File: src/vcsl_pkg.sv
// ----------------------------------------------------------------------------
// vcsl_pkg: shared definitions for the voxel corner smooth light core
// Field widths, scale constants, payload structs and small helper functions.
// ----------------------------------------------------------------------------
package vcsl_pkg;

    localparam int unsigned NCELL   = 8;
    localparam int unsigned LIGHT_W = 8;
    localparam int unsigned START_W = 3;
    localparam int unsigned CNT_W   = 4;
    localparam int unsigned SUM_W   = 11;
    localparam int unsigned SCALE_W = 11;
    localparam int unsigned NUM_W   = SUM_W + SCALE_W;
    localparam int unsigned FACT_W  = 6;
    localparam int unsigned DEN_W   = LIGHT_W + FACT_W;
    localparam int unsigned QUOT_W  = 8;

    localparam int unsigned IN_W    = 80;
    localparam int unsigned OUT_W   = 24;
    localparam int unsigned ADDR_W  = 3;
    localparam int unsigned DATA_W  = 32;

    localparam logic [0:0] REG_FULL_SCALE = 1'b0;
    localparam logic [LIGHT_W-1:0] FULL_SCALE_RESET = 8'd15;

    localparam logic [SCALE_W-1:0] SCALE_PART = 11'd2040;
    localparam logic [SCALE_W-1:0] SCALE_FULL = 11'd255;
    localparam logic [CNT_W-1:0]   CNT_FULL   = 4'd8;

    typedef logic [NCELL-1:0][LIGHT_W-1:0] light_arr_t;

    typedef struct packed {
        logic [NCELL-1:0] reach_mask;
        logic [CNT_W-1:0] reach_count;
    } side_t;

    typedef struct packed {
        logic [NUM_W-1:0] num;
        logic [DEN_W-1:0] den;
        side_t            side;
    } div_req_t;

    typedef struct packed {
        logic [QUOT_W-1:0] quot;
        side_t             side;
    } div_rsp_t;

    typedef struct packed {
        logic             bit_set;
        logic [NUM_W-1:0] rem;
    } div_step_t;

    // One flood-fill step: open cells next to a reached cell along one axis join.
    function automatic logic [NCELL-1:0] reach_grow(input logic [NCELL-1:0] reach,
                                                    input logic [NCELL-1:0] open);
        logic [NCELL-1:0] nb;
        for (int c = 0; c < NCELL; c++)
        begin
            nb[c] = reach[c ^ 1] | reach[c ^ 2] | reach[c ^ 4];
        end
        return reach | (open & nb);
    endfunction

    // Denominator factor: 7*(n+1) for a partial set, 8 for a full set.
    function automatic logic [FACT_W-1:0] den_factor(input logic [CNT_W-1:0] n);
        logic [FACT_W-1:0] f;
        case (n)
            4'd0:    f = 6'd7;
            4'd1:    f = 6'd14;
            4'd2:    f = 6'd21;
            4'd3:    f = 6'd28;
            4'd4:    f = 6'd35;
            4'd5:    f = 6'd42;
            4'd6:    f = 6'd49;
            4'd7:    f = 6'd56;
            default: f = 6'd8;
        endcase
        return f;
    endfunction

    // One restoring division step for quotient bit k.
    function automatic div_step_t div_step(input logic [NUM_W-1:0] rem,
                                           input logic [DEN_W-1:0] den,
                                           input int unsigned k);
        logic [NUM_W:0] sh;
        div_step_t      r;
        sh = {{(NUM_W+1-DEN_W){1'b0}}, den} << k;
        if ({1'b0, rem} >= sh)
        begin
            r.bit_set = 1'b1;
            r.rem     = rem - sh[NUM_W-1:0];
        end
        else
        begin
            r.bit_set = 1'b0;
            r.rem     = rem;
        end
        return r;
    endfunction

endpackage

File: src/vcsl_div.sv
// ----------------------------------------------------------------------------
// vcsl_div: pipelined restoring divider with saturation
// One saturation stage, then four stages of two quotient bits each.
// ----------------------------------------------------------------------------
module vcsl_div
(
    input  logic              clk,
    input  logic              rst_n,
    input  logic              adv,
    input  logic              in_vld,
    input  vcsl_pkg::div_req_t req,
    output logic              out_vld,
    output vcsl_pkg::div_rsp_t rsp
);

    localparam int unsigned NST = 5;

    logic [NST-1:0]                vld_reg;
    logic [NST-1:0]                vld_next;
    logic [vcsl_pkg::NUM_W-1:0]    rem_reg  [NST];
    logic [vcsl_pkg::DEN_W-1:0]    den_reg  [NST];
    logic [vcsl_pkg::QUOT_W-1:0]   quot_reg [NST];
    logic                          sat_reg  [NST];
    vcsl_pkg::side_t               side_reg [NST];

    assign vld_next = adv ? {vld_reg[NST-2:0], in_vld} : vld_reg;

    always_ff @(posedge clk or negedge rst_n)
    begin
        if (!rst_n)
        begin
            vld_reg <= '0;
        end
        else
        begin
            vld_reg <= vld_next;
        end
    end

    always_ff @(posedge clk)
    begin
        if (adv)
        begin
            rem_reg[0]  <= req.num;
            den_reg[0]  <= req.den;
            quot_reg[0] <= '0;
            sat_reg[0]  <= ({1'b0, req.num} >= {1'b0, req.den, 8'b0});
            side_reg[0] <= req.side;
        end
    end

    for (genvar j = 1; j < NST; j++)
    begin : g_step
        localparam int unsigned KH = 9 - 2 * j;
        localparam int unsigned KL = KH - 1;

        vcsl_pkg::div_step_t st_hi;
        vcsl_pkg::div_step_t st_lo;
        logic [vcsl_pkg::QUOT_W-1:0] q_next;

        assign st_hi = vcsl_pkg::div_step(rem_reg[j-1], den_reg[j-1], KH);
        assign st_lo = vcsl_pkg::div_step(st_hi.rem, den_reg[j-1], KL);

        always_comb
        begin
            q_next     = quot_reg[j-1];
            q_next[KH] = st_hi.bit_set;
            q_next[KL] = st_lo.bit_set;
        end

        always_ff @(posedge clk)
        begin
            if (adv)
            begin
                rem_reg[j]  <= st_lo.rem;
                den_reg[j]  <= den_reg[j-1];
                quot_reg[j] <= q_next;
                sat_reg[j]  <= sat_reg[j-1];
                side_reg[j] <= side_reg[j-1];
            end
        end
    end

    assign out_vld   = vld_reg[NST-1];
    assign rsp.quot  = sat_reg[NST-1] ? {vcsl_pkg::QUOT_W{1'b1}} : quot_reg[NST-1];
    assign rsp.side  = side_reg[NST-1];

endmodule

File: src/voxel_corner_smooth_light_core.sv
// ----------------------------------------------------------------------------
// voxel_corner_smooth_light_core: smoothed light level at one voxel vertex
// Flood fill over a 2x2x2 corner, light sum and normalised division.
// ----------------------------------------------------------------------------
// Each input transfer carries one corner: the start cell, the transparency
// mask and eight light levels of one channel. Each output transfer carries
// the normalised vertex light, the mask of reached cells and their count.
// Items are independent, so one transfer is accepted in every cycle unless
// the receiver stalls the output. An input transfer passes through four
// stages for the flood fill, count, sum and products, then five divider
// stages, before its result is offered as an output transfer.
// The divider's comparators and the two multipliers of stage 4 set the depth.
// The pipeline advances as a whole; when the receiver stalls a valid
// result, every stage holds and s_tready falls in the same cycle.
// Reset empties the pipeline and sets the full-scale register to 15. The
// APB full-scale register (byte address 0) must be written only while the
// core is idle.
// ----------------------------------------------------------------------------
module voxel_corner_smooth_light_core
(
    input  logic                          clk,
    input  logic                          rst_n,
    input  logic                          s_tvalid,
    output logic                          s_tready,
    // start_corner[2:0], open_mask[10:3], light_c0..light_c7[74:11], zeros
    input  logic [vcsl_pkg::IN_W-1:0]     s_tdata,
    output logic                          m_tvalid,
    input  logic                          m_tready,
    // vertex_light[7:0], reach_mask[15:8], reach_count[19:16], zeros
    output logic [vcsl_pkg::OUT_W-1:0]    m_tdata,
    input  logic                          psel,
    input  logic                          penable,
    input  logic                          pwrite,
    input  logic [vcsl_pkg::ADDR_W-1:0]   paddr,
    input  logic [vcsl_pkg::DATA_W-1:0]   pwdata,
    output logic [vcsl_pkg::DATA_W-1:0]   prdata,
    output logic                          pready
);

    logic                               adv;
    logic [vcsl_pkg::LIGHT_W-1:0]       full_scale_reg;
    logic [vcsl_pkg::LIGHT_W-1:0]       full_scale_next;
    logic [vcsl_pkg::LIGHT_W-1:0]       ml_eff;

    logic [vcsl_pkg::START_W-1:0]       in_start;
    logic [vcsl_pkg::NCELL-1:0]         in_open;
    vcsl_pkg::light_arr_t               in_light;
    logic [vcsl_pkg::NCELL-1:0]         s1_reach;

    logic [3:0]                         vld_reg;
    logic [3:0]                         vld_next;
    logic [vcsl_pkg::NCELL-1:0]         s1_reach_reg;
    logic [vcsl_pkg::NCELL-1:0]         s1_open_reg;
    vcsl_pkg::light_arr_t               s1_light_reg;
    logic [vcsl_pkg::NCELL-1:0]         s2_reach;
    logic [vcsl_pkg::NCELL-1:0]         s2_reach_reg;
    vcsl_pkg::light_arr_t               s2_light_reg;
    logic [vcsl_pkg::SUM_W-1:0]         s3_sum;
    logic [vcsl_pkg::CNT_W-1:0]         s3_cnt;
    logic [vcsl_pkg::SUM_W-1:0]         s3_sum_reg;
    logic [vcsl_pkg::CNT_W-1:0]         s3_cnt_reg;
    logic [vcsl_pkg::NCELL-1:0]         s3_reach_reg;
    logic [vcsl_pkg::SCALE_W-1:0]       s4_scale;
    vcsl_pkg::div_req_t                 s4_req;
    vcsl_pkg::div_req_t                 s4_req_reg;

    logic                               div_vld;
    vcsl_pkg::div_rsp_t                 div_rsp;

    // Configuration port.
    assign pready = 1'b1;
    assign prdata = (paddr[2] == vcsl_pkg::REG_FULL_SCALE)
                  ? {{(vcsl_pkg::DATA_W-vcsl_pkg::LIGHT_W){1'b0}}, full_scale_reg}
                  : '0;

    always_comb
    begin
        full_scale_next = full_scale_reg;
        if (psel && penable && pwrite && pready && (paddr[2] == vcsl_pkg::REG_FULL_SCALE))
        begin
            full_scale_next = pwdata[vcsl_pkg::LIGHT_W-1:0];
        end
    end

    always_ff @(posedge clk or negedge rst_n)
    begin
        if (!rst_n)
        begin
            full_scale_reg <= vcsl_pkg::FULL_SCALE_RESET;
        end
        else
        begin
            full_scale_reg <= full_scale_next;
        end
    end

    assign ml_eff = (full_scale_reg == '0) ? 8'd1 : full_scale_reg;

    // Pipeline control: every stage moves together unless the output is held.
    assign adv      = !m_tvalid || m_tready;
    assign s_tready = adv;
    assign vld_next = adv ? {vld_reg[2:0], s_tvalid} : vld_reg;

    always_ff @(posedge clk or negedge rst_n)
    begin
        if (!rst_n)
        begin
            vld_reg <= '0;
        end
        else
        begin
            vld_reg <= vld_next;
        end
    end

    // Stage 1: seed and first four flood-fill steps.
    assign in_start = s_tdata[2:0];
    assign in_open  = s_tdata[10:3];
    assign in_light = s_tdata[74:11];

    always_comb
    begin
        s1_reach = in_open[in_start] ? (8'b1 << in_start) : 8'b0;
        for (int i = 0; i < 4; i++)
        begin
            s1_reach = vcsl_pkg::reach_grow(s1_reach, in_open);
        end
    end

    always_ff @(posedge clk)
    begin
        if (adv)
        begin
            s1_reach_reg <= s1_reach;
            s1_open_reg  <= in_open;
            s1_light_reg <= in_light;
        end
    end

    // Stage 2: the remaining three flood-fill steps.
    always_comb
    begin
        s2_reach = s1_reach_reg;
        for (int i = 0; i < 3; i++)
        begin
            s2_reach = vcsl_pkg::reach_grow(s2_reach, s1_open_reg);
        end
    end

    always_ff @(posedge clk)
    begin
        if (adv)
        begin
            s2_reach_reg <= s2_reach;
            s2_light_reg <= s1_light_reg;
        end
    end

    // Stage 3: count the reached cells and sum their light.
    always_comb
    begin
        s3_sum = '0;
        s3_cnt = '0;
        for (int c = 0; c < vcsl_pkg::NCELL; c++)
        begin
            if (s2_reach_reg[c])
            begin
                s3_sum = s3_sum + {3'b0, s2_light_reg[c]};
                s3_cnt = s3_cnt + 4'd1;
            end
        end
    end

    always_ff @(posedge clk)
    begin
        if (adv)
        begin
            s3_sum_reg   <= s3_sum;
            s3_cnt_reg   <= s3_cnt;
            s3_reach_reg <= s2_reach_reg;
        end
    end

    // Stage 4: numerator and denominator products.
    assign s4_scale = (s3_cnt_reg == vcsl_pkg::CNT_FULL) ? vcsl_pkg::SCALE_FULL
                                                         : vcsl_pkg::SCALE_PART;
    assign s4_req.num = s3_sum_reg * s4_scale;
    assign s4_req.den = ml_eff * vcsl_pkg::den_factor(s3_cnt_reg);
    assign s4_req.side.reach_mask  = s3_reach_reg;
    assign s4_req.side.reach_count = s3_cnt_reg;

    always_ff @(posedge clk)
    begin
        if (adv)
        begin
            s4_req_reg <= s4_req;
        end
    end

    vcsl_div u_div
    (
        .clk     (clk),
        .rst_n   (rst_n),
        .adv     (adv),
        .in_vld  (vld_reg[3]),
        .req     (s4_req_reg),
        .out_vld (div_vld),
        .rsp     (div_rsp)
    );

    assign m_tvalid = div_vld;
    assign m_tdata  = {4'b0, div_rsp.side.reach_count, div_rsp.side.reach_mask,
                       div_rsp.quot};

`ifndef SYNTHESIS
    a_count_matches_mask: assert property (@(posedge clk) disable iff (!rst_n)
        m_tvalid |-> ($countones(m_tdata[15:8]) == int'(m_tdata[19:16])))
        else $error("reach_count does not match reach_mask");

    a_empty_reach_dark: assert property (@(posedge clk) disable iff (!rst_n)
        (m_tvalid && (m_tdata[15:8] == 8'd0)) |-> (m_tdata[7:0] == 8'd0))
        else $error("light reported with no reached cell");

    a_stall_holds_pipe: assert property (@(posedge clk) disable iff (!rst_n)
        !adv |=> $stable(vld_reg))
        else $error("pipeline valid bits moved during a stall");
`endif

endmodule
File: config.mk
export PLATFORM = sky130hd
export DESIGN_NAME = voxel_corner_smooth_light_core
export DESIGN_NICKNAME = d
export VERILOG_FILES = /design/src/vcsl_pkg.sv /design/src/vcsl_div.sv /design/src/voxel_corner_smooth_light_core.sv
export SDC_FILE = /design/constraint.sdc
export NUM_CORES = 1
export LEC_CHECK = 0
export BUFFER_PORTS_ARGS = -buffer_cell sky130_fd_sc_hd__buf_2
export CAP_MARGIN = 15
export CORE_MARGIN = 5
export CORE_UTILIZATION = 51
export DETAILED_ROUTE_END_ITERATION = 10
export PLACE_DENSITY = 0.69
export SYNTH_ARGS = -nofsm -noshare
export SYNTH_HDL_FRONTEND = slang
export SYNTH_HIERARCHICAL = 1
export SYNTH_SLANG_ARGS = --single-unit
File: constraint.sdc
create_clock -name clk -period 16.4 [get_ports clk]
set_input_delay 3.28 -clock clk [delete_from_list [all_inputs] [get_ports clk]]
set_output_delay 3.28 -clock clk [all_outputs]
set_load 0.02 [all_outputs]
# Word-level counts from Yosys, hierarchy flattened
# Memory sizes are Yosys's and may differ from the RTL's. A register that Yosys moved wholly into a read port is not among the register bits.
# Index checks and enable logic that the tools add are counted.
[word_totals]
register_bits = 240
mem_bits_rw = 285
romBits = 48
input_bits = 122
out_inout_bits = 59
word_cells = 211
memories = 6
[classes]
addsub = 22
n_mul = 2
order_cmp = 10
n_eq_ne = 1
shifts = 1
muxes = 35
bitwise = 99
n_reduce_logical = 6
[mem_list]
columns = ["name", "words", "width", "read_ports", "rd_ports_with_merged_regs", "write_ports", "line", "text"]
rows = [
  ["u_div.rem_reg", 5, 22, 4, 0, 5, "vcsl_div.sv:20", "logic [vcsl_pkg::NUM_W-1:0] rem_reg [NST];"],
  ["u_div.den_reg", 5, 14, 4, 0, 5, "vcsl_div.sv:21", "logic [vcsl_pkg::DEN_W-1:0] den_reg [NST];"],
  ["u_div.side_reg", 5, 12, 5, 0, 5, "vcsl_div.sv:24", "vcsl_pkg::side_t side_reg [NST];"],
  ["(no name shown)", 8, 6, 1, 1, 0, "vcsl_pkg.sv:67", "case (n)"],
  ["u_div.quot_reg", 5, 8, 5, 0, 5, "vcsl_div.sv:22", "logic [vcsl_pkg::QUOT_W-1:0] quot_reg [NST];"],
  ["u_div.sat_reg", 5, 1, 5, 0, 5, "vcsl_div.sv:23", "logic sat_reg [NST];"],
]
[ops]
columns = ["operator", "count"]
rows = [
  ["$mux W23", 8],
  ["$or A1 B1 Y1", 84],
  ["$mux W11", 7],
  ["$add A11 B8 Y11", 6],
  ["$and A8 B8 Y8", 7],
  ["$or A8 B8 Y8", 7],
  ["$mux W8", 5],
  ["$add A4 B1 Y4 const B", 6],
  ["$mux W4", 6],
  ["$ge A22 B14 Y1", 1],
  ["$ge A22 B15 Y1", 1],
  ["$ge A22 B16 Y1", 1],
  ["$ge A22 B17 Y1", 1],
  ["$ge A22 B18 Y1", 1],
  ["$ge A22 B19 Y1", 1],
  ["$ge A22 B20 Y1", 1],
  ["$ge A22 B21 Y1", 1],
  ["$ge A22 B22 Y1", 1],
  ["$mul A11 B11 Y22", 1],
  ["$sub A22 B14 Y22", 1],
  ["$sub A22 B15 Y22", 1],
  ["$sub A22 B16 Y22", 1],
  ["$sub A22 B17 Y22", 1],
  ["$sub A22 B18 Y22", 1],
  ["20 further kinds", 25],
]

# Longest topological paths before layout
[depth]
depth_word = 19
mapped_depth = 42
ltp_nobuf = 42

# Cells and area by module
# Netlist, hierarchy kept.
[by_module_without_submodules]
columns = ["mod", "n_inst", "cells_per_inst", "area_each_um2"]
rows = [
  ["voxel_corner_smooth_light_core", 1, 1497, 17025.1],
  ["vcsl_div", 1, 1275, 14322.5],
]

# Worst setup path before layout
# Ideal clock, no wire load.
[synth_timing]
path_type = "input -> register"
start = "in m_tready"
end = "reg s1_light_reg[0] in the netlist's numbering (enable)"
arrival_ps = 12095
required_ps = 12669
setup_slack_ps = 574
cell_stages = 3
path_buffers = 1
cell_sequence = "nor2b_1 clkbuf_1 clkinv_1"
[synth_via]
elab_chain_len = 1
[synth_rtl]
columns = ["item", "line", "text"]
rows = [
  ["start, declared", "voxel_corner_smooth_light_core.sv:28", "input logic m_tready,"],
  ["$logic_or A1 B1 Y1", "voxel_corner_smooth_light_core.sv:100", "assign adv = !m_tvalid || m_tready;"],
  ["named net s_tready", "voxel_corner_smooth_light_core.sv:24", "output logic s_tready,"],
  ["end signal, assigned", "voxel_corner_smooth_light_core.sv:136", "s1_light_reg <= in_light;"],
  ["end, declared", "voxel_corner_smooth_light_core.sv:54", "vcsl_pkg::light_arr_t s1_light_reg;"],
]
# The timed path passes the listed nets, and every way through them passes these cells.
# A chain may end at the register's enable or synchronous reset.

# Final worst setup path
[layout_timing]
start = "reg s2_reach_reg[0] in the netlist's numbering"
end = "reg s3_sum_reg[10] in the netlist's numbering (data pin)"
[layout_via]
elab_chain_len = 15
[layout_rtl]
columns = ["item", "line", "text"]
rows = [
  ["start, declared", "voxel_corner_smooth_light_core.sv:56", "logic [vcsl_pkg::NCELL-1:0] s2_reach_reg;"],
  ["start signal, assigned", "voxel_corner_smooth_light_core.sv:154", "s2_reach_reg <= s2_reach;"],
  ["$mux W8 (*)", "voxel_corner_smooth_light_core.sv:166", "if (s2_reach_reg[c])"],
  ["$add A8 B8 Y9", "voxel_corner_smooth_light_core.sv:168", "s3_sum = s3_sum + {3'b0, s2_light_reg[c]};"],
  ["$mux W9 (*)", "voxel_corner_smooth_light_core.sv:166", ""],
  ["$add A11 B8 Y11", "voxel_corner_smooth_light_core.sv:168", ""],
  ["$mux W11 (*)", "voxel_corner_smooth_light_core.sv:166", ""],
  ["$add A11 B8 Y11", "voxel_corner_smooth_light_core.sv:168", ""],
  ["$mux W11 (*)", "voxel_corner_smooth_light_core.sv:166", ""],
  ["$add A11 B8 Y11", "voxel_corner_smooth_light_core.sv:168", ""],
  ["$mux W11 (*)", "voxel_corner_smooth_light_core.sv:166", ""],
  ["$add A11 B8 Y11", "voxel_corner_smooth_light_core.sv:168", ""],
  ["$mux W11 (*)", "voxel_corner_smooth_light_core.sv:166", ""],
  ["$add A11 B8 Y11", "voxel_corner_smooth_light_core.sv:168", ""],
  ["$mux W11 (*)", "voxel_corner_smooth_light_core.sv:166", ""],
  ["$add A11 B8 Y11", "voxel_corner_smooth_light_core.sv:168", ""],
  ["$mux W11 (*)", "voxel_corner_smooth_light_core.sv:166", ""],
  ["named net s3_sum (one bit)", "voxel_corner_smooth_light_core.sv:58", "logic [vcsl_pkg::SUM_W-1:0] s3_sum;"],
  ["end signal, assigned", "voxel_corner_smooth_light_core.sv:178", "s3_sum_reg <= s3_sum;"],
  ["end, declared", "voxel_corner_smooth_light_core.sv:60", "logic [vcsl_pkg::SUM_W-1:0] s3_sum_reg;"],
]
# The timed path passes the listed nets; every way through them passes the cells marked *.

==> reports/results.ini <==
[timing]
hold_viol=0
finClkSkew_ns=0.0461
rsz0062_at_grt=no
whs_ns=0.396
tns_ns=0
fmax_mhz=111
setup_violations=0
final_max_slew_viol_count=0
worst_slew_pin_slew_ns=1.11
fin_crit_sh_pct=54.7
maxSlewHeadroom_pct=26.0
period_needed_ns=8.98

[placement]
portBuffers=120
hpwlAfterDp_mm=48.1
gp_congestion=0.946

[synthesis]
synthFlopType=edfxtp_1
synth_enable_flop_cells=452
syn_area_sq_um=31300
synth_mux_area_share_pct=4.13
synth_area_per_cell_sq_um=11.3
yosysUniqueCellTypes=92
synth_most_common_cell=edfxtp_1
synth-async-reset-ratio_pct=3.58
synth_top_cell_area_share_pct=43.3
synth-seq-area-share_pct=45.1
synth_top_family_by_area=adder cells
syn_inst=2772
synth_fa_ha_area_share_pct=18.5
synth_seq_cells=475
synthTopCellsByCount=452 x edfxtp_1, 282 x inv_1, 272 x ha_1
post-synth-top-area-cell=edfxtp_1
synthSimpleGateAreaFrac_pct=10.9
synth-xor-area-share_pct=3.91
synth_compound_area_share_pct=12.6
yosys_warnings=6
synth.area.top_cells=edfxtp_1 43%, ha_1 11%, fa_1 7.6%

[grt]
grt_pass1_vias=21395
grt_pass1_wl_mm=104
overflow=0
antenna_found_initial=0
track_usage_pct=18.6
grt_max_degree=95

[setup_path]
path_class=reg -> reg
cp.buffers_inverters=1
cp_common_cell=ha_1
end_kind=register
slowest_stage=edfxtp_1
cpPeakStageDelay_ns=0.65
cpLargestDelayFamily=compound AO/OA/AOI/OAI gates
arrival_ns=9.34
cp_max_fo=11
cp.required_ns=16.76
crit_path_start_kind=register
r2r_setup_slack_ns=7.42

[detailed_routing]
first_pass_iters=5
routed-via-count=20731
wl_per_cell_um=16.7
route.detailed.drc=0
detail-route-antenna-nets=0
drt-initial-drc-count=1195
drt-total-wl_mm=62.5
viasPerCell=5.56

[layout]
nFillCells=4910
largest_reg_flops=88
diodes=0
drive_gt1_share_pct=12.5
areaGrowthSynthToFinish_pct=10.2
fin_nets=3421

[floorplan]
die-area_sq_um=66500
fp.dieW_um=258
ios=181
die_h_um=258
rows=90
initial_core_util_pct=51.7
core_sq_um=60600

[cts]
hold_buffers=0
cts_tree=yes
cts_buffer_depth=3
numCtsBuffers=53
post_cts_resized=0
cts_root_buffer=clkbuf_16
clock_latency_ns=0.62
post_cts_buffers=0
htree_num_levels=2
path_clk_slew_ns=0.06
clock_sinks=475

[status]
outcome=complete, no violations

[flow_run]
cap_violations=0

[min_path]
hp-class=reg -> reg

## cells in the final DEF, fill, tap and decap left out, types with 42 or more instances in the layout
cell       instances
nand2_1          184
edfxtp_1         452
inv_1            282
nor2_1           169
fa_1             119
o21ai_0          114
a21o_1            65
mux2_2            82
xnor2_1          101
nor2b_1           56
a21oi_1          171
buf_2            120
nand3_1           45
o21a_1            42
ha_1             272
clkbuf_16         53
## metal layers
metal | wire length [um] | global-route usage (%)
met3 | 2070 | 2.22
met2 | 30700 | 32.7
met5 | 0 | 0
met4 | 1680 | 5.75
met1 | 28100 | 24.2
## area by class of cell
cell class / instances / area [sq um] / share of cell area, %
Multi-Input combinational cell: 1959 / 15800 / 45.8
Sequential cell: 475 / 14100 / 40.9
Clock buffer: 58 / 1350 / 3.89
Inverter: 288 / 1090 / 3.15
Tap cell: 782 / 978 / 2.83
Timing Repair Buffer: 131 / 683 / 1.98
Clock inverter: 38 / 510 / 1.48
## cell families (layout without fill, tap and decap cells)
logic type,count (synthesis),after routing
other,2,29
multiplexers,112,112
flip-flops,475,475
buffers and inverters,365,515
AND/OR/NAND/NOR,690,690
adder cells (fa/ha/maj),392,392
AO/OA/AOI/OAI,596,596
XOR/XNOR,140,140
## metrics by stage
| step | cells | area, sq um | utilization, % | setup WS (ns) |
|---|---|---|---|---|
| 4_1_cts | 3731 | 34500 | 57.0 | 7.49 |
| 3_5_place_dp | 3635 | 32700 | 54.0 | 7.50 |
| 2_1_floorplan | 2799 | 31400 | - | 0.574 |
| 5_1_grt | 3731 | 34500 | 57.0 | 6.66 |
| 3_3_place_gp | 3635 | 32700 | 54.0 | 7.75 |
| 6_report | 3731 | 34500 | 57.0 | 7.42 |
## final timing paths
path | from | end | depth (start not counted)
min in group asynchronous | rst_n | u_div/vld_reg[3]$_DFFE_PN0P_ | 1
max reg2reg | s2_reach_reg[0]$_DFFE_PN_ | s3_sum_reg[10]$_DFFE_PN_ | 41
max | s2_reach_reg[0]$_DFFE_PN_ | s3_sum_reg[10]$_DFFE_PN_ | 41
min | u_div/quot_reg[0][7]$_DFFE_PP_ | u_div/quot_reg[0][15]$_DFFE_PP_ | 0
min reg2reg | u_div/quot_reg[0][7]$_DFFE_PP_ | u_div/quot_reg[0][15]$_DFFE_PP_ | 0
max in group asynchronous | rst_n | full_scale_reg[2]$_DFFE_PN1P_ | 1
Power is left out: the tool's default activity adds up to more than one toggle a clock period on the data nets, which glitch-free logic cannot reach.
